<file path="config.mk">
export PLATFORM = sky130hd
export DESIGN_NAME = grid_astar_path_search_core
export DESIGN_NICKNAME = d
export VERILOG_FILES = /design/src/rtl/core/gasp_pkg.sv /design/src/rtl/core/gasp_ram.sv /design/src/rtl/core/gasp_ctrl.sv /design/src/rtl/core/gasp_dp.sv /design/src/rtl/core/grid_astar_path_search_core.sv
export SDC_FILE = /design/constraint.sdc
export NUM_CORES = 2
export LEC_CHECK = 0
export BUFFER_PORTS_ARGS = -buffer_cell sky130_fd_sc_hd__buf_2
export CORE_UTILIZATION = 45
export DETAILED_ROUTE_END_ITERATION = 12
export PLACE_DENSITY = 0.6
export RECOVER_POWER = 25
export SLEW_MARGIN = 40
export SYNTH_ARGS = -nofsm -noshare
export SYNTH_HDL_FRONTEND = slang
export SYNTH_HIERARCHICAL = 1
export SYNTH_SLANG_ARGS = --single-unit
</file>
<file path="constraint.sdc">
create_clock -name clk -period 10 [get_ports clk]
set_input_delay 0.5 -clock clk [delete_from_list [all_inputs] [get_ports clk]]
set_output_delay 0.5 -clock clk [all_outputs]
set_load 0.01 [all_outputs]
</file>
<file path="src/rtl/core/gasp_pkg.sv">
`timescale 1ns / 1ps
`default_nettype none
// ----------------------------------------------------------------------------
// gasp_pkg
// Shared types and constants of the grid path search core.
// ----------------------------------------------------------------------------
package gasp_pkg;

	localparam int GRID_DIM_DEF = 8;
	localparam int COORD_W      = 3;
	localparam int COUNT_W      = 4;
	localparam int COST_W       = 7;
	localparam int F_W          = 8;
	localparam int DIR_W        = 2;
	localparam int CFG_IDX_W    = 1;

	localparam logic [COUNT_W-1:0] ROW_COUNT_RST = 4'd8;
	localparam logic [COUNT_W-1:0] COL_COUNT_RST = 4'd8;

	// register indexes
	localparam logic [CFG_IDX_W-1:0] REG_ROW_COUNT = 1'b0;
	localparam logic [CFG_IDX_W-1:0] REG_COL_COUNT = 1'b1;

	// action codes
	localparam logic ACT_LOAD   = 1'b0;
	localparam logic ACT_SEARCH = 1'b1;

	// move directions
	localparam logic [DIR_W-1:0] DIR_UP    = 2'd0;
	localparam logic [DIR_W-1:0] DIR_DOWN  = 2'd1;
	localparam logic [DIR_W-1:0] DIR_LEFT  = 2'd2;
	localparam logic [DIR_W-1:0] DIR_RIGHT = 2'd3;

	typedef struct packed {
		logic               action;
		logic [COORD_W-1:0] cell_row;
		logic [COORD_W-1:0] cell_col;
		logic               cell_blocked;
		logic [COORD_W-1:0] start_row;
		logic [COORD_W-1:0] start_col;
		logic [COORD_W-1:0] goal_row;
		logic [COORD_W-1:0] goal_col;
	} in_word_t;

	typedef struct packed {
		logic [COORD_W-1:0] path_row;
		logic [COORD_W-1:0] path_col;
		logic               found;
		logic               last;
	} out_word_t;

	typedef enum logic [3:0] {
		ST_IDLE,
		ST_SEED,
		ST_SCAN,
		ST_PICK,
		ST_NB_RD,
		ST_NB_WR,
		ST_BT_CHK,
		ST_BT_STEP,
		ST_EM_RD,
		ST_EM_LD,
		ST_NOPATH
	} state_t;

	typedef struct packed {
		logic seed;
		logic scan_clr;
		logic scan_step;
		logic pick_close;
		logic nb_issue;
		logic nb_update;
		logic nb_next;
		logic bt_init;
		logic bt_issue;
		logic bt_push;
		logic em_init;
		logic em_issue;
		logic em_load;
		logic nopath_load;
	} dp_cmd_t;

	typedef struct packed {
		logic start_out;
		logic scan_done;
		logic best_valid;
		logic best_is_goal;
		logic nb_ok;
		logic nb_last;
		logic bt_done;
		logic bt_bad;
		logic em_last;
		logic out_free;
	} dp_sts_t;

endpackage
`default_nettype wire

</file>
<file path="src/rtl/core/gasp_ram.sv">
`timescale 1ns / 1ps
`default_nettype none
// ----------------------------------------------------------------------------
// gasp_ram
// Generic single-write, single-read RAM with registered read data.
// ----------------------------------------------------------------------------
module gasp_ram #(
	parameter int WIDTH = 8,
	parameter int DEPTH = 64
) (
	input  wire logic                     clk,
	input  wire logic                     we,
	input  wire logic [$clog2(DEPTH)-1:0] waddr,
	input  wire logic [WIDTH-1:0]         wdata,
	input  wire logic                     re,
	input  wire logic [$clog2(DEPTH)-1:0] raddr,
	output      logic [WIDTH-1:0]         rdata
);
	logic [WIDTH-1:0] mem [DEPTH];

	always_ff @(posedge clk) begin
		if (we) begin
			mem[waddr] <= wdata;
		end
		if (re) begin
			rdata <= mem[raddr];
		end
	end
endmodule
`default_nettype wire

</file>
<file path="src/rtl/core/gasp_ctrl.sv">
`timescale 1ns / 1ps
`default_nettype none
// ----------------------------------------------------------------------------
// gasp_ctrl
// Sequencer: seed, scan for best open cell, expand neighbours, trace, emit.
// ----------------------------------------------------------------------------
module gasp_ctrl (
	input  wire logic             clk,
	input  wire logic             arst_n,
	input  wire logic             search_go,
	input  wire gasp_pkg::dp_sts_t sts,
	output      gasp_pkg::dp_cmd_t cmd,
	output      logic             idle
);
	import gasp_pkg::*;

	state_t state_q, state_nxt;

	always_ff @(posedge clk or negedge arst_n) begin
		if (!arst_n) begin
			state_q <= ST_IDLE;
		end else begin
			state_q <= state_nxt;
		end
	end

	always_comb begin
		state_nxt = state_q;
		unique case (state_q)
			ST_IDLE: begin
				if (search_go) state_nxt = ST_SEED;
			end
			ST_SEED: begin
				state_nxt = sts.start_out ? ST_NOPATH : ST_SCAN;
			end
			ST_SCAN: begin
				if (sts.scan_done) state_nxt = ST_PICK;
			end
			ST_PICK: begin
				if (!sts.best_valid) state_nxt = ST_NOPATH;
				else if (sts.best_is_goal) state_nxt = ST_BT_CHK;
				else state_nxt = ST_NB_RD;
			end
			ST_NB_RD: begin
				if (sts.nb_ok) state_nxt = ST_NB_WR;
				else if (sts.nb_last) state_nxt = ST_SCAN;
			end
			ST_NB_WR: begin
				state_nxt = sts.nb_last ? ST_SCAN : ST_NB_RD;
			end
			ST_BT_CHK: begin
				state_nxt = sts.bt_done ? ST_EM_RD : ST_BT_STEP;
			end
			ST_BT_STEP: begin
				state_nxt = sts.bt_bad ? ST_EM_RD : ST_BT_CHK;
			end
			ST_EM_RD: begin
				state_nxt = ST_EM_LD;
			end
			ST_EM_LD: begin
				if (sts.out_free) state_nxt = sts.em_last ? ST_IDLE : ST_EM_RD;
			end
			ST_NOPATH: begin
				if (sts.out_free) state_nxt = ST_IDLE;
			end
			default: state_nxt = ST_IDLE;
		endcase
	end

	always_comb begin
		cmd  = '0;
		idle = 1'b0;
		unique case (state_q)
			ST_IDLE: idle = 1'b1;
			ST_SEED: begin
				cmd.seed     = 1'b1;
				cmd.scan_clr = 1'b1;
			end
			ST_SCAN: cmd.scan_step = 1'b1;
			ST_PICK: begin
				if (sts.best_valid && sts.best_is_goal) cmd.bt_init = 1'b1;
				else if (sts.best_valid) cmd.pick_close = 1'b1;
			end
			ST_NB_RD: begin
				if (sts.nb_ok) begin
					cmd.nb_issue = 1'b1;
				end else if (sts.nb_last) begin
					cmd.scan_clr = 1'b1;
				end else begin
					cmd.nb_next = 1'b1;
				end
			end
			ST_NB_WR: begin
				cmd.nb_update = 1'b1;
				cmd.nb_next   = 1'b1;
				cmd.scan_clr  = sts.nb_last;
			end
			ST_BT_CHK: begin
				if (sts.bt_done) cmd.em_init = 1'b1;
				else cmd.bt_issue = 1'b1;
			end
			ST_BT_STEP: begin
				if (sts.bt_bad) cmd.em_init = 1'b1;
				else cmd.bt_push = 1'b1;
			end
			ST_EM_RD: cmd.em_issue = 1'b1;
			ST_EM_LD: cmd.em_load = sts.out_free;
			ST_NOPATH: cmd.nopath_load = sts.out_free;
			default: idle = 1'b0;
		endcase
	end
endmodule
`default_nettype wire

</file>
<file path="src/rtl/core/gasp_dp.sv">
`timescale 1ns / 1ps
`default_nettype none
// ----------------------------------------------------------------------------
// gasp_dp
// Datapath: grid and set bit maps, cost/parent/path memories, output word.
// ----------------------------------------------------------------------------
module gasp_dp #(
	parameter int GRID_DIM = gasp_pkg::GRID_DIM_DEF
) (
	input  wire logic                               clk,
	input  wire logic                               arst_n,
	input  wire logic                               in_acc,
	input  wire gasp_pkg::in_word_t                  in_word,
	input  wire logic                               cfg_wen,
	input  wire logic [gasp_pkg::CFG_IDX_W-1:0]      cfg_index,
	input  wire logic [gasp_pkg::COUNT_W-1:0]        cfg_data,
	input  wire gasp_pkg::dp_cmd_t                   cmd,
	output      gasp_pkg::dp_sts_t                   sts,
	input  wire logic                               out_stall,
	output      logic                               out_valid,
	output      gasp_pkg::out_word_t                 out_word
);
	import gasp_pkg::*;

	// cell address is {row, col}; row-major order matches the tie order
	localparam int IDX_W = 2 * COORD_W;
	localparam int CELLS = 1 << IDX_W;
	localparam int CNT_W = $clog2(CELLS + 1);
	localparam logic [COUNT_W-1:0] DIM_C  = COUNT_W'(GRID_DIM);
	localparam logic [CNT_W-1:0]   CELLS_C = CNT_W'(CELLS);

	// configuration
	logic [COUNT_W-1:0] row_count_q, col_count_q, rows_eff, cols_eff;

	always_ff @(posedge clk or negedge arst_n) begin
		if (!arst_n) begin
			row_count_q <= ROW_COUNT_RST;
			col_count_q <= COL_COUNT_RST;
		end else if (cfg_wen) begin
			unique case (cfg_index)
				REG_ROW_COUNT: row_count_q <= cfg_data;
				REG_COL_COUNT: col_count_q <= cfg_data;
				default: ;
			endcase
		end
	end

	assign rows_eff = (row_count_q > DIM_C) ? DIM_C : row_count_q;
	assign cols_eff = (col_count_q > DIM_C) ? DIM_C : col_count_q;

	// search endpoints
	logic [COORD_W-1:0] sr_q, sc_q, gr_q, gc_q;
	logic [IDX_W-1:0]   start_idx;

	always_ff @(posedge clk) begin
		if (in_acc && in_word.action == ACT_SEARCH) begin
			sr_q <= in_word.start_row;
			sc_q <= in_word.start_col;
			gr_q <= in_word.goal_row;
			gc_q <= in_word.goal_col;
		end
	end

	assign start_idx = {sr_q, sc_q};
	assign sts.start_out = ({1'b0, sr_q} >= rows_eff) || ({1'b0, sc_q} >= cols_eff);

	// bit maps
	logic [CELLS-1:0] blocked_q, open_q, closed_q;
	logic             load_in;
	logic [IDX_W-1:0] load_idx;

	assign load_in  = ({1'b0, in_word.cell_row} < DIM_C) && ({1'b0, in_word.cell_col} < DIM_C);
	assign load_idx = {in_word.cell_row, in_word.cell_col};

	always_ff @(posedge clk or negedge arst_n) begin
		if (!arst_n) begin
			blocked_q <= '0;
		end else if (in_acc && in_word.action == ACT_LOAD && load_in) begin
			blocked_q[load_idx] <= in_word.cell_blocked;
		end
	end

	// memories
	logic              cost_we, cost_re;
	logic [IDX_W-1:0]  cost_waddr, cost_raddr;
	logic [COST_W-1:0] cost_wdata, cost_rdata;
	logic              par_we;
	logic [DIR_W-1:0]  par_rdata;
	logic              stk_we;
	logic [IDX_W-1:0]  stk_waddr, stk_raddr, stk_wdata, stk_rdata;

	// scan
	logic [CNT_W-1:0]  idx_q;
	logic              pend_v_s1;
	logic [IDX_W-1:0]  pend_idx_s1;
	logic              best_v_q;
	logic [IDX_W-1:0]  best_idx_q;
	logic [F_W-1:0]    bf_q, f_cur;
	logic [COST_W-1:0] bg_q;
	logic [COORD_W-1:0] p_row, p_col, d_row, d_col;
	logic              scan_issue, take;

	assign scan_issue = cmd.scan_step && (idx_q < CELLS_C);
	assign p_row = pend_idx_s1[IDX_W-1:COORD_W];
	assign p_col = pend_idx_s1[COORD_W-1:0];
	assign d_row = (p_row > gr_q) ? p_row - gr_q : gr_q - p_row;
	assign d_col = (p_col > gc_q) ? p_col - gc_q : gc_q - p_col;
	assign f_cur = {1'b0, cost_rdata} + F_W'(d_row) + F_W'(d_col);
	assign take  = pend_v_s1 && open_q[pend_idx_s1] &&
		(!best_v_q || f_cur < bf_q || (f_cur == bf_q && cost_rdata > bg_q));

	always_ff @(posedge clk or negedge arst_n) begin
		if (!arst_n) begin
			idx_q     <= '0;
			pend_v_s1 <= 1'b0;
			best_v_q  <= 1'b0;
		end else if (cmd.scan_clr) begin
			idx_q     <= '0;
			pend_v_s1 <= 1'b0;
			best_v_q  <= 1'b0;
		end else begin
			pend_v_s1 <= scan_issue;
			if (scan_issue) idx_q <= idx_q + 1'b1;
			if (take) best_v_q <= 1'b1;
		end
	end

	always_ff @(posedge clk) begin
		if (scan_issue) pend_idx_s1 <= idx_q[IDX_W-1:0];
		if (take) begin
			best_idx_q <= pend_idx_s1;
			bf_q       <= f_cur;
			bg_q       <= cost_rdata;
		end
	end

	assign sts.scan_done  = (idx_q == CELLS_C);
	assign sts.best_valid = best_v_q;

	logic [COORD_W-1:0] b_row, b_col;
	assign b_row = best_idx_q[IDX_W-1:COORD_W];
	assign b_col = best_idx_q[COORD_W-1:0];
	assign sts.best_is_goal = (b_row == gr_q) && (b_col == gc_q);

	// neighbour expansion
	logic [DIR_W-1:0]   nb_d_q;
	logic [IDX_W-1:0]   ni_q, ni;
	logic [COORD_W-1:0] n_row, n_col;
	logic               nb_in, nb_write;
	logic [COST_W-1:0]  ng;

	always_comb begin
		n_row = b_row;
		n_col = b_col;
		nb_in = 1'b0;
		case (nb_d_q)
			DIR_UP: begin
				n_row = b_row - 1'b1;
				nb_in = (b_row != '0);
			end
			DIR_DOWN: begin
				n_row = b_row + 1'b1;
				nb_in = ({1'b0, b_row} + 1'b1) < rows_eff;
			end
			DIR_LEFT: begin
				n_col = b_col - 1'b1;
				nb_in = (b_col != '0);
			end
			default: begin
				n_col = b_col + 1'b1;
				nb_in = ({1'b0, b_col} + 1'b1) < cols_eff;
			end
		endcase
	end

	assign ni          = {n_row, n_col};
	assign sts.nb_ok   = nb_in && !blocked_q[ni] && !closed_q[ni];
	assign sts.nb_last = (nb_d_q == DIR_RIGHT);
	assign ng          = bg_q + 1'b1;
	assign nb_write    = cmd.nb_update && (!open_q[ni_q] || ng < cost_rdata);

	always_ff @(posedge clk or negedge arst_n) begin
		if (!arst_n) begin
			nb_d_q <= '0;
		end else if (cmd.pick_close) begin
			nb_d_q <= '0;
		end else if (cmd.nb_next) begin
			nb_d_q <= nb_d_q + 1'b1;
		end
	end

	always_ff @(posedge clk) begin
		if (cmd.nb_issue) ni_q <= ni;
	end

	always_ff @(posedge clk or negedge arst_n) begin
		if (!arst_n) begin
			open_q   <= '0;
			closed_q <= '0;
		end else if (cmd.seed) begin
			open_q   <= '0;
			closed_q <= '0;
			if (!sts.start_out) open_q[start_idx] <= 1'b1;
		end else if (cmd.pick_close) begin
			open_q[best_idx_q]   <= 1'b0;
			closed_q[best_idx_q] <= 1'b1;
		end else if (nb_write) begin
			open_q[ni_q] <= 1'b1;
		end
	end

	assign cost_we    = (cmd.seed && !sts.start_out) || nb_write;
	assign cost_waddr = cmd.seed ? start_idx : ni_q;
	assign cost_wdata = cmd.seed ? '0 : ng;
	assign cost_re    = scan_issue || cmd.nb_issue;
	assign cost_raddr = cmd.nb_issue ? ni : idx_q[IDX_W-1:0];
	assign par_we     = nb_write;

	gasp_ram #(.WIDTH(COST_W), .DEPTH(CELLS)) u_cost (
		.clk   (clk),
		.we    (cost_we),
		.waddr (cost_waddr),
		.wdata (cost_wdata),
		.re    (cost_re),
		.raddr (cost_raddr),
		.rdata (cost_rdata)
	);

	// back-trace
	logic [IDX_W-1:0]   cur_q, prev_idx;
	logic [CNT_W-1:0]   n_q, k_q, em_pos;
	logic [COORD_W-1:0] c_row, c_col, pv_row, pv_col;
	logic               bt_bad;

	assign c_row = cur_q[IDX_W-1:COORD_W];
	assign c_col = cur_q[COORD_W-1:0];

	always_comb begin
		pv_row = c_row;
		pv_col = c_col;
		bt_bad = 1'b0;
		case (par_rdata)
			DIR_UP: begin
				pv_row = c_row + 1'b1;
				bt_bad = ({1'b0, c_row} + 1'b1) >= DIM_C;
			end
			DIR_DOWN: begin
				pv_row = c_row - 1'b1;
				bt_bad = (c_row == '0);
			end
			DIR_LEFT: begin
				pv_col = c_col + 1'b1;
				bt_bad = ({1'b0, c_col} + 1'b1) >= DIM_C;
			end
			default: begin
				pv_col = c_col - 1'b1;
				bt_bad = (c_col == '0);
			end
		endcase
	end

	assign sts.bt_bad  = bt_bad;
	assign prev_idx    = {pv_row, pv_col};
	assign sts.bt_done = (cur_q == start_idx) || (n_q == CELLS_C);

	gasp_ram #(.WIDTH(DIR_W), .DEPTH(CELLS)) u_parent (
		.clk   (clk),
		.we    (par_we),
		.waddr (ni_q),
		.wdata (nb_d_q),
		.re    (cmd.bt_issue),
		.raddr (cur_q),
		.rdata (par_rdata)
	);

	always_ff @(posedge clk or negedge arst_n) begin
		if (!arst_n) begin
			n_q <= '0;
			k_q <= '0;
		end else begin
			if (cmd.bt_init) n_q <= CNT_W'(1);
			else if (cmd.bt_push) n_q <= n_q + 1'b1;
			if (cmd.em_init) k_q <= '0;
			else if (cmd.em_load) k_q <= k_q + 1'b1;
		end
	end

	always_ff @(posedge clk) begin
		if (cmd.bt_init) cur_q <= best_idx_q;
		else if (cmd.bt_push) cur_q <= prev_idx;
	end

	assign stk_we    = cmd.bt_init || cmd.bt_push;
	assign stk_waddr = cmd.bt_init ? '0 : n_q[IDX_W-1:0];
	assign stk_wdata = cmd.bt_init ? best_idx_q : prev_idx;
	assign em_pos    = n_q - 1'b1 - k_q;
	assign stk_raddr = em_pos[IDX_W-1:0];
	assign sts.em_last = (k_q == n_q - 1'b1);

	gasp_ram #(.WIDTH(IDX_W), .DEPTH(CELLS)) u_stack (
		.clk   (clk),
		.we    (stk_we),
		.waddr (stk_waddr),
		.wdata (stk_wdata),
		.re    (cmd.em_issue),
		.raddr (stk_raddr),
		.rdata (stk_rdata)
	);

	// output word
	logic out_valid_q;
	assign sts.out_free = !out_valid_q || !out_stall;
	assign out_valid    = out_valid_q;

	always_ff @(posedge clk or negedge arst_n) begin
		if (!arst_n) begin
			out_valid_q <= 1'b0;
		end else if (cmd.em_load || cmd.nopath_load) begin
			out_valid_q <= 1'b1;
		end else if (!out_stall) begin
			out_valid_q <= 1'b0;
		end
	end

	always_ff @(posedge clk) begin
		if (cmd.em_load) begin
			out_word.path_row <= stk_rdata[IDX_W-1:COORD_W];
			out_word.path_col <= stk_rdata[COORD_W-1:0];
			out_word.found    <= 1'b1;
			out_word.last     <= sts.em_last;
		end else if (cmd.nopath_load) begin
			out_word.path_row <= '0;
			out_word.path_col <= '0;
			out_word.found    <= 1'b0;
			out_word.last     <= 1'b1;
		end
	end
endmodule
`default_nettype wire

</file>
<file path="src/rtl/core/grid_astar_path_search_core.sv">
`timescale 1ns / 1ps
`default_nettype none
// ----------------------------------------------------------------------------
// grid_astar_path_search_core
// A* shortest path on a four-neighbour grid, Manhattan heuristic.
// ----------------------------------------------------------------------------
// Input words (in_valid/in_stall): action 0 writes one obstacle bit;
// action 1 starts a search from start to goal. While a search runs,
// in_stall stays high.
// Output words (out_valid/out_stall): the path from start to goal, one cell
// per word, last marking the goal; or one word with found clear if the goal
// cannot be reached. A stalled word holds; the next word waits in the
// emitter until the output register frees.
// Each expansion sweeps all 64 cost entries through the single-read cost
// memory to pick the best open cell, then checks its four neighbours.
// The path is then traced back from the goal through the parent memory
// and emitted word by word, start first.
// row_count/col_count are written on cfg_wen (index 0 and 1); the user
// must write them only while idle, the block does not enforce this.
// Reset clears the obstacle map (all cells free), sets both counts to 8
// and empties the output register.
// ----------------------------------------------------------------------------
module grid_astar_path_search_core #(
	parameter int GRID_DIM = gasp_pkg::GRID_DIM_DEF
) (
	input  wire logic                          clk,
	input  wire logic                          arst_n,
	input  wire logic                          in_valid,
	output      logic                          in_stall,
	input  wire gasp_pkg::in_word_t             in_word,
	output      logic                          out_valid,
	input  wire logic                          out_stall,
	output      gasp_pkg::out_word_t            out_word,
	input  wire logic                          cfg_wen,
	input  wire logic [gasp_pkg::CFG_IDX_W-1:0] cfg_index,
	input  wire logic [gasp_pkg::COUNT_W-1:0]   cfg_data
);
	import gasp_pkg::*;

	dp_cmd_t cmd;
	dp_sts_t sts;
	logic    idle, in_acc, search_go;

	// only the idle sequencer takes words
	assign in_stall  = !idle;
	assign in_acc    = in_valid && idle;
	assign search_go = in_acc && (in_word.action == ACT_SEARCH);

	gasp_ctrl u_ctrl (
		.clk       (clk),
		.arst_n    (arst_n),
		.search_go (search_go),
		.sts       (sts),
		.cmd       (cmd),
		.idle      (idle)
	);

	gasp_dp #(.GRID_DIM(GRID_DIM)) u_dp (
		.clk       (clk),
		.arst_n    (arst_n),
		.in_acc    (in_acc),
		.in_word   (in_word),
		.cfg_wen   (cfg_wen),
		.cfg_index (cfg_index),
		.cfg_data  (cfg_data),
		.cmd       (cmd),
		.sts       (sts),
		.out_stall (out_stall),
		.out_valid (out_valid),
		.out_word  (out_word)
	);

	// a search word always starts a busy period
	a_search_busy: assert property (@(posedge clk) disable iff (!arst_n)
		in_valid && !in_stall && in_word.action == ACT_SEARCH |=> in_stall)
		else $error("search accepted but core not busy");

	// the no-path word is always the final word
	a_nopath_last: assert property (@(posedge clk) disable iff (!arst_n)
		out_valid && !out_word.found |-> out_word.last)
		else $error("no-path word without last");

	// no new word is taken while a path is partly delivered
	a_path_busy: assert property (@(posedge clk) disable iff (!arst_n)
		out_valid && !out_word.last |-> in_stall)
		else $error("input taken during path emission");
endmodule
`default_nettype wire
</file>
======== Word-level counts from Yosys, hierarchy flattened ========
Memory sizes are Yosys's and may differ from the RTL's. A register that Yosys moved wholly into a read port is not among the register bits.
Index checks and enable logic that the tools add are counted.
word-level totals
  memories kept ........................... 3
  word-level logic and storage cells ...... 270
  flip-flop bits (word level) ............. 289
  bits in writable memories ............... 960
  bits of input ports ..................... 30
operators by class
  multiplexer cells ....................... 102
  equal/unequal tests ..................... 28
  add/sub/neg operators ................... 25
  bitwise operators ....................... 6
  order comparisons ....................... 24
  reductions and logical operators ........ 55
memory list
  name               depth  width  rd ports  clocked after memory_dff  write ports  line            source
  u_dp.u_cost.mem    64     7      1         1                         1            gasp_ram.sv:19  logic [WIDTH-1:0] mem [DEPTH];
  u_dp.u_stack.mem   64     6      1         1                         1            gasp_ram.sv:19
  u_dp.u_parent.mem  64     2      1         1                         1            gasp_ram.sv:19
operators by type and width
  cell                                                               count
  two-way mux 64 bit                                                 6
  OR 64 bit                                                          2
  bitwise AND 64 bit                                                 1
  bitwise mux 64 bit                                                 1
  inverter 64 bit                                                    1
  two-way mux 4 bit                                                  13
  two-way mux 7 bit                                                  7
  case mux 4 bit (11 select lines)                                   1
  two-way mux 1 bit                                                  43
  less-than comparator 6 x 7 -> 1 bit, second input constant         6
  two-way mux 6 bit                                                  6
  adder 7 x 1 -> 7 bit, second input constant                        4
  binary-select mux 1 bit (select 6 bit)                             4
  demux 1 bit (select 6 bit)                                         4
  greater-or-equal comparator 6 x 1 -> 1 bit, second input constant  4
  case mux 3 bit (2 select lines)                                    4
  logical AND 1 bit                                                  17
  adder 3 x 1 -> 4 bit, second input constant                        4
  == test 4 x 3 -> 1 bit, second input constant                      4
  two-way mux 8 bit                                                  2
  == test 7 bit, second input constant                               2
  nonzero test 2 bit                                                 7
  adder 3 x 1 -> 3 bit, second input constant                        4
  == test 4 bit, second input constant                               3
  41 further kinds                                                   90

======== Longest topological paths before layout ========
  depth in word-level cells ............... 12
  mapped depth ............................ 26
  depth with buffers taken out ............ 20

======== Hierarchy ========
The synthesis kept the hierarchy.
by module, submodules not included
  module                       cells each  area each (um^2)  instances  seq. area each (um^2)
  gasp_ram at u_dp.u_cost      827         17705.7           1          13663.1
  gasp_dp                      1662        17075.1           1          7419.6
  gasp_ram at u_dp.u_stack     720         15285.9           1          11711.2
  gasp_ram at u_dp.u_parent    324         5417.7            1          3903.7
  gasp_ctrl                    68          524.3             1          100.1
  grid_astar_path_search_core  3           17.5              1          0.0

======== Worst setup path after synthesis ========
Ideal clock, no wire load.
  path kind ............................... flip-flop to flip-flop
  from .................................... register u_dp.nb_d_q[0]
  to ...................................... register u_dp.u_cost.rdata[0], read port of u_dp.u_cost.mem, data pin
  cell stages (with the launch flop) ...... 24
  data required time ...................... 9.744 ns
  period minus slack after synthesis ...... 6.507 ns
  arrival time ............................ 6.251 ns
  path slack .............................. 3.493 ns
  buffers on the path ..................... 5
  library setup time ...................... 0.256 ns
  path through ............................ dfrtp_1 -> inv_1 -> ha_1 -> or3_4 -> and2_1 -> buf_2 -> buf_2 -> or3_1 -> o311ai_0 -> o311ai_0 -> a311oi_1 -> a21oi_1 -> o31ai_1 -> inv_1 -> nor3_1 -> clkbuf_1 -> nor2_1 -> a21oi_1 -> buf_6 -> buf_2 -> mux4_2 -> a22oi_1 -> a41oi_1 -> a41o_1
RTL lines
  element                   line            source
  start: declaration        gasp_dp.sv:146  logic [DIR_W-1:0] nb_d_q;
  start signal: assignment  gasp_dp.sv:188  nb_d_q <= nb_d_q + 1'b1;
  end: declaration          gasp_ram.sv:17  output logic [WIDTH-1:0] rdata

==> impl_metrics.env <==
export IMPL_detail_route_first_pass_iterations=6
export IMPL_timing_final_hold_violations=0
export IMPL_max_freq_ghz=0.122
export IMPL_post_route_cells_drive_above_1_share_pct=21.1
export IMPL_yosys_most_used_dff="sky130_fd_sc_hd__edfxtp_1"
export IMPL_grt_overflow=0
export IMPL_timing_worst_slew_pin_value_ns=3.61
export IMPL_port_buffer_count=39
export IMPL_fin_tns_setup_ns=0
export IMPL_clk_latency_ns=0.76
export IMPL_via_count=32600
export IMPL_rel_slew_slack_pct=-141
export IMPL_finalWeightedCongestion=0.845
export IMPL_comb_power_share_pct=33.0
export IMPL_cp_buffers_inverters=4
export IMPL_antenna_cells_inserted=0
export IMPL_fin_hold_ws_ns=0.0508
export IMPL_number_of_global_route_vias_before_repair=32600
export IMPL_timing_hold_worst_class="in2reg"
export IMPL_placedCellCount=5142
export IMPL_cts_tree="yes"
export IMPL_max_cap_violations=13
export IMPL_setup_repair_after_global_routing_missed_its_margin="no"
export IMPL_area_growth_syn_to_layout_pct=11.9
export IMPL_critical_path_depth=20
export IMPL_dominant_cell_by_count_in_the_synthesized_netlist="sky130_fd_sc_hd__edfxtp_1"
export IMPL_route_detailed_drc=0
export IMPL_ys_seq_elements=1264
export IMPL_r2r_start="u_dp/nb_d_q[0]"
export IMPL_required_ns=10.51
export IMPL_final_setup_viol_count=0
export IMPL_dp_final_hpwl_um=88900
export IMPL_slew_violations=728
export IMPL_cp_top_family="compound AO/OA/AOI/OAI gates"
export IMPL_cts_root_buf="sky130_fd_sc_hd__clkbuf_16"
export IMPL_average_footprint_of_a_synthesized_cell_um2=15.5
export IMPL_r2r_end="u_dp/u_cost/rdata[5]"
export IMPL_grt_max_degree=90
export IMPL_synth_enable_flop_cells=1033
export IMPL_clkSinkCount=1264
export IMPL_synthTopCellsByCount="1033 x sky130_fd_sc_hd__edfxtp_1, 388 x sky130_fd_sc_hd__nor2_1, 263 x sky130_fd_sc_hd__mux4_2, 228 x sky130_fd_sc_hd__dfrtp_1, 190 x sky130_fd_sc_hd__nand2_1"
export IMPL_worst_clock_skew_ns=0.0251
export IMPL_standard_cell_row_count=129
export IMPL_die_width_um=355
export IMPL_stdcell_area_mm2=0.0627
export IMPL_drt_wirelength_per_cell_um=26.5
export IMPL_nNetsFinal=3767
export IMPL_floorplan_initialDensity_pct=45.3
export IMPL_die_height_um=355
export IMPL_grt_first_pass_wirelength_um=214000
export IMPL_drt_iter0_markers=3529
export IMPL_synth_fp_nets=3711
export IMPL_worst_vdd_ir_mv=0.310
export IMPL_seq_power_share_pct=37.9
export IMPL_worstSetupEndpointType="flip-flop"
export IMPL_final_period_utilization_pct=82.1
export IMPL_cts_htree_levels=4
export IMPL_worst_r2r_setup_slack_ns=1.79
export IMPL_synthesis_instances=3604
export IMPL_cp_startpoint="u_dp/nb_d_q[0]"
export IMPL_viasPerCell=6.03
export IMPL_post_synthesis_cell_area_mm2=0.0560
export IMPL_max_clock_buf_depth=3
export IMPL_netlist_top_cells_area="sky130_fd_sc_hd__edfxtp_1 55%, sky130_fd_sc_hd__mux4_2 11%, sky130_fd_sc_hd__dfrtp_1 10%, sky130_fd_sc_hd__mux2_2 3.2%, sky130_fd_sc_hd__nor2_1 2.6%"
export IMPL_synth_largest_area_cell="sky130_fd_sc_hd__edfxtp_1"
export IMPL_boundaryPins=40
export IMPL_fp_coreArea_mm2=0.124
export IMPL_startpoint_type="flip-flop"
export IMPL_finalNonFillerCells=5403
export IMPL_critical_path_max_stage_delay_ns=0.77
export IMPL_clk_pin_slew_worst_paths_ns=0.06
export IMPL_status="finished with violations"
export IMPL_worst_ep_arrival_time_ns=8.71
export IMPL_cp_max_delay_cell="sky130_fd_sc_hd__clkinv_1"
export IMPL_synth_seq_area_share_pct=65.7
export IMPL_worst_setup_path_endpoint="u_dp/u_cost/rdata[5]"
export IMPL_p_leak_nw=21.1
export IMPL_grt_antenna_before_repair=1
export IMPL_synth_top_area_share_pct=55.4
export IMPL_final_min_clock_period_ns=8.21
export IMPL_swShare_pct=32.6
export IMPL_switching_power_w=0.00546
export IMPL_placed_area_mm2=0.0582
export IMPL_number_of_buffers_inserted_by_post_cts_setup_repair=0
export IMPL_path_max_fanout=67
export IMPL_reg2reg_depth=20
export IMPL_dieArea_mm2=0.126
export IMPL_crit_chain="buf_4 > ha_1 > o21ai_0 > and2_2 > clkinv_1 > nor3_1 > nor3_1 > o311ai_0 > o21ai_0 > a2111o_1 > o31ai_2 > inv_1 > nor3_2 > nor2_1 > a21oi_4 > buf_12 > mux4_2 > o221ai_1 > a21oi_1 > a32o_1"
export IMPL_ys_warnings_count=6
export IMPL_grt_usage_pct=22.8
export IMPL_synth_async_sr_flop_share_pct=18.2
export IMPL_critPathKind="reg2reg"
export IMPL_total_cts_buffers=136
export IMPL_yosys_cell_types_count=87
export IMPL_power_report_internal_total_w=0.0113
export IMPL_finalWirelength_um=143000
export IMPL_failing_checks="capacitance limit, slew limit"
export IMPL_ant_nets=0
export IMPL_power_per_cell_area_mw_per_mm2=267
export IMPL_power_clock_fraction_pct=29.2
cells in the final DEF, fill, tap and decap left out, types with 15 or more instances in the layout:
master,n
sky130_fd_sc_hd__dfrtp_1,226
sky130_fd_sc_hd__xnor2_1,29
sky130_fd_sc_hd__clkbuf_16,139
sky130_fd_sc_hd__a22oi_1,82
sky130_fd_sc_hd__mux2i_1,57
sky130_fd_sc_hd__nand2b_1,35
sky130_fd_sc_hd__edfxtp_1,1033
sky130_fd_sc_hd__o221ai_1,19
sky130_fd_sc_hd__buf_4,54
sky130_fd_sc_hd__nand3_1,45
sky130_fd_sc_hd__clkbuf_1,67
sky130_fd_sc_hd__a211oi_1,15
sky130_fd_sc_hd__o2bb2ai_1,24
sky130_fd_sc_hd__buf_2,21
sky130_fd_sc_hd__or3_1,17
sky130_fd_sc_hd__clkinv_1,28
sky130_fd_sc_hd__nand3b_1,24
sky130_fd_sc_hd__o22ai_1,58
sky130_fd_sc_hd__nor3b_1,19
sky130_fd_sc_hd__mux4_2,263
sky130_fd_sc_hd__o21ai_0,34
sky130_fd_sc_hd__a21oi_1,100
sky130_fd_sc_hd__nand4_1,18
sky130_fd_sc_hd__a21o_1,16
sky130_fd_sc_hd__clkinv_2,15
sky130_fd_sc_hd__inv_1,80
sky130_fd_sc_hd__mux2_2,160
sky130_fd_sc_hd__nor2b_1,29
sky130_fd_sc_hd__nor2_2,20
sky130_fd_sc_hd__nor2_1,366
sky130_fd_sc_hd__xor2_1,30
sky130_fd_sc_hd__nor3_1,73
sky130_fd_sc_hd__nand2_1,190
sky130_fd_sc_hd__ha_1,64
sky130_fd_sc_hd__dlygate4sd3_1,15
worst min path at each step:
stage,from,end,slack (ns),depth (start not counted)
after global placement,u_dp/closed_q[2],u_dp/closed_q[2],0.47,2
after global routing,cfg_data[2],u_dp/row_count_q[2],0.03,2
after floorplan,arst_n,u_ctrl/state_q[0],0.20,0
final,cfg_data[2],u_dp/col_count_q[2],0.05,2
after CTS,cfg_data[2],u_dp/col_count_q[2],0.005,2
after detailed placement,arst_n,u_dp/blocked_q[35],0.45,1
routing by layer:
layer / share of wire (%) / up-vias / track usage, %
li1: - / 14200 / -
met1: 42 / 16800 / 31.9
met2: 48 / 1297 / 36.1
met3: 6.9 / 297 / 3.95
met4: 3.1 / 2 / 8.46
met5: 0.0091 / - / 0
worst register-to-register path, stage by stage (launching register included):
cell                       delay [ns]
sky130_fd_sc_hd__dfrtp_2         0.40
sky130_fd_sc_hd__buf_4           0.31
sky130_fd_sc_hd__ha_1            0.41
sky130_fd_sc_hd__o21ai_0         0.37
sky130_fd_sc_hd__and2_2          0.59
sky130_fd_sc_hd__clkinv_1        0.78
sky130_fd_sc_hd__nor3_1          0.44
sky130_fd_sc_hd__nor3_1          0.09
sky130_fd_sc_hd__o311ai_0        0.31
sky130_fd_sc_hd__o21ai_0         0.23
sky130_fd_sc_hd__a2111o_1        0.47
sky130_fd_sc_hd__o31ai_2         0.16
sky130_fd_sc_hd__inv_1           0.18
sky130_fd_sc_hd__nor3_2          0.71
sky130_fd_sc_hd__nor2_1          0.16
sky130_fd_sc_hd__a21oi_4         0.58
sky130_fd_sc_hd__buf_12          0.43
sky130_fd_sc_hd__mux4_2          0.58
sky130_fd_sc_hd__o221ai_1        0.31
sky130_fd_sc_hd__a21oi_1         0.16
sky130_fd_sc_hd__a32o_1          0.27
area by class of cell:
class / instances / area, um2
multi-input cells: 2039 / 18200
repair buffers: 135 / 990
inverters: 84 / 320
fillers: 10300 / 61000
well taps: 1637 / 2050
clock buffers: 178 / 3660
clock inverters: 66 / 651
flip-flops and latches: 1264 / 36800
flip-flops by register name (all words and copies together), names as in the netlist, 4 cells and up:
| register | cells |
|---|---|
| u_dp/u_cost/rdata | 7 |
| u_dp/pend_idx_s1 | 6 |
| u_dp/closed_q | 64 |
| u_dp/open_q | 64 |
| u_ctrl/state_q | 4 |
| u_dp/u_cost/mem | 448 |
| u_dp/best_idx_q | 6 |
| u_dp/u_parent/mem | 128 |
| u_dp/u_stack/mem | 384 |
| u_dp/ni_q | 6 |
| u_dp/bf_q | 8 |
| u_dp/idx_q | 7 |
| u_dp/u_stack/rdata | 6 |
| u_dp/bg_q | 7 |
| u_dp/k_q | 7 |
| u_dp/out_word | 8 |
| u_dp/row_count_q | 4 |
| u_dp/blocked_q | 64 |
| u_dp/col_count_q | 4 |
| u_dp/cur_q | 6 |
| u_dp/n_q | 7 |
per-stage QoR:
stage | power [W] | utilization [%] | setup WS (ns)
2_1_floorplan | 0.0104 | - | 3.49
3_3_place_gp | 0.0118 | 46.9 | 1.71
3_5_place_dp | 0.0119 | 47.1 | 1.97
4_1_cts | 0.0168 | 50.7 | 1.89
5_1_grt | 0.0174 | 50.7 | 1.23
6_report | 0.0167 | 50.7 | 1.79
cells by family after synthesis:
| logic type | synth area share [%] |
|---|---|
| flip-flops | 65.7 |
| AND/OR/NAND/NOR | 7.91 |
| multiplexers | 15.2 |
| AO/OA/AOI/OAI | 5.78 |
| buffers and inverters | 2.61 |
| adder cells (fa/ha/maj) | 1.89 |
| XOR/XNOR | 0.938 |
power groups by stage:
stage	sequential (W)	combinational (W)	clock, W
after global placement	0.00642	0.00541	0
after CTS	0.00631	0.00551	0.00497
after detailed placement	0.00642	0.00547	0
after global routing	0.00636	0.00590	0.00518
after floorplan	0.00634	0.00402	0
final	0.00634	0.00551	0.00488
repair_timing:
item | in CTS | in global routing
hold buffers | 15 | 0
gates resized for setup | 0 | 0
hold endpoints to repair | 65 | 0
No activity file was read; power rests on OpenSTA's default activity.
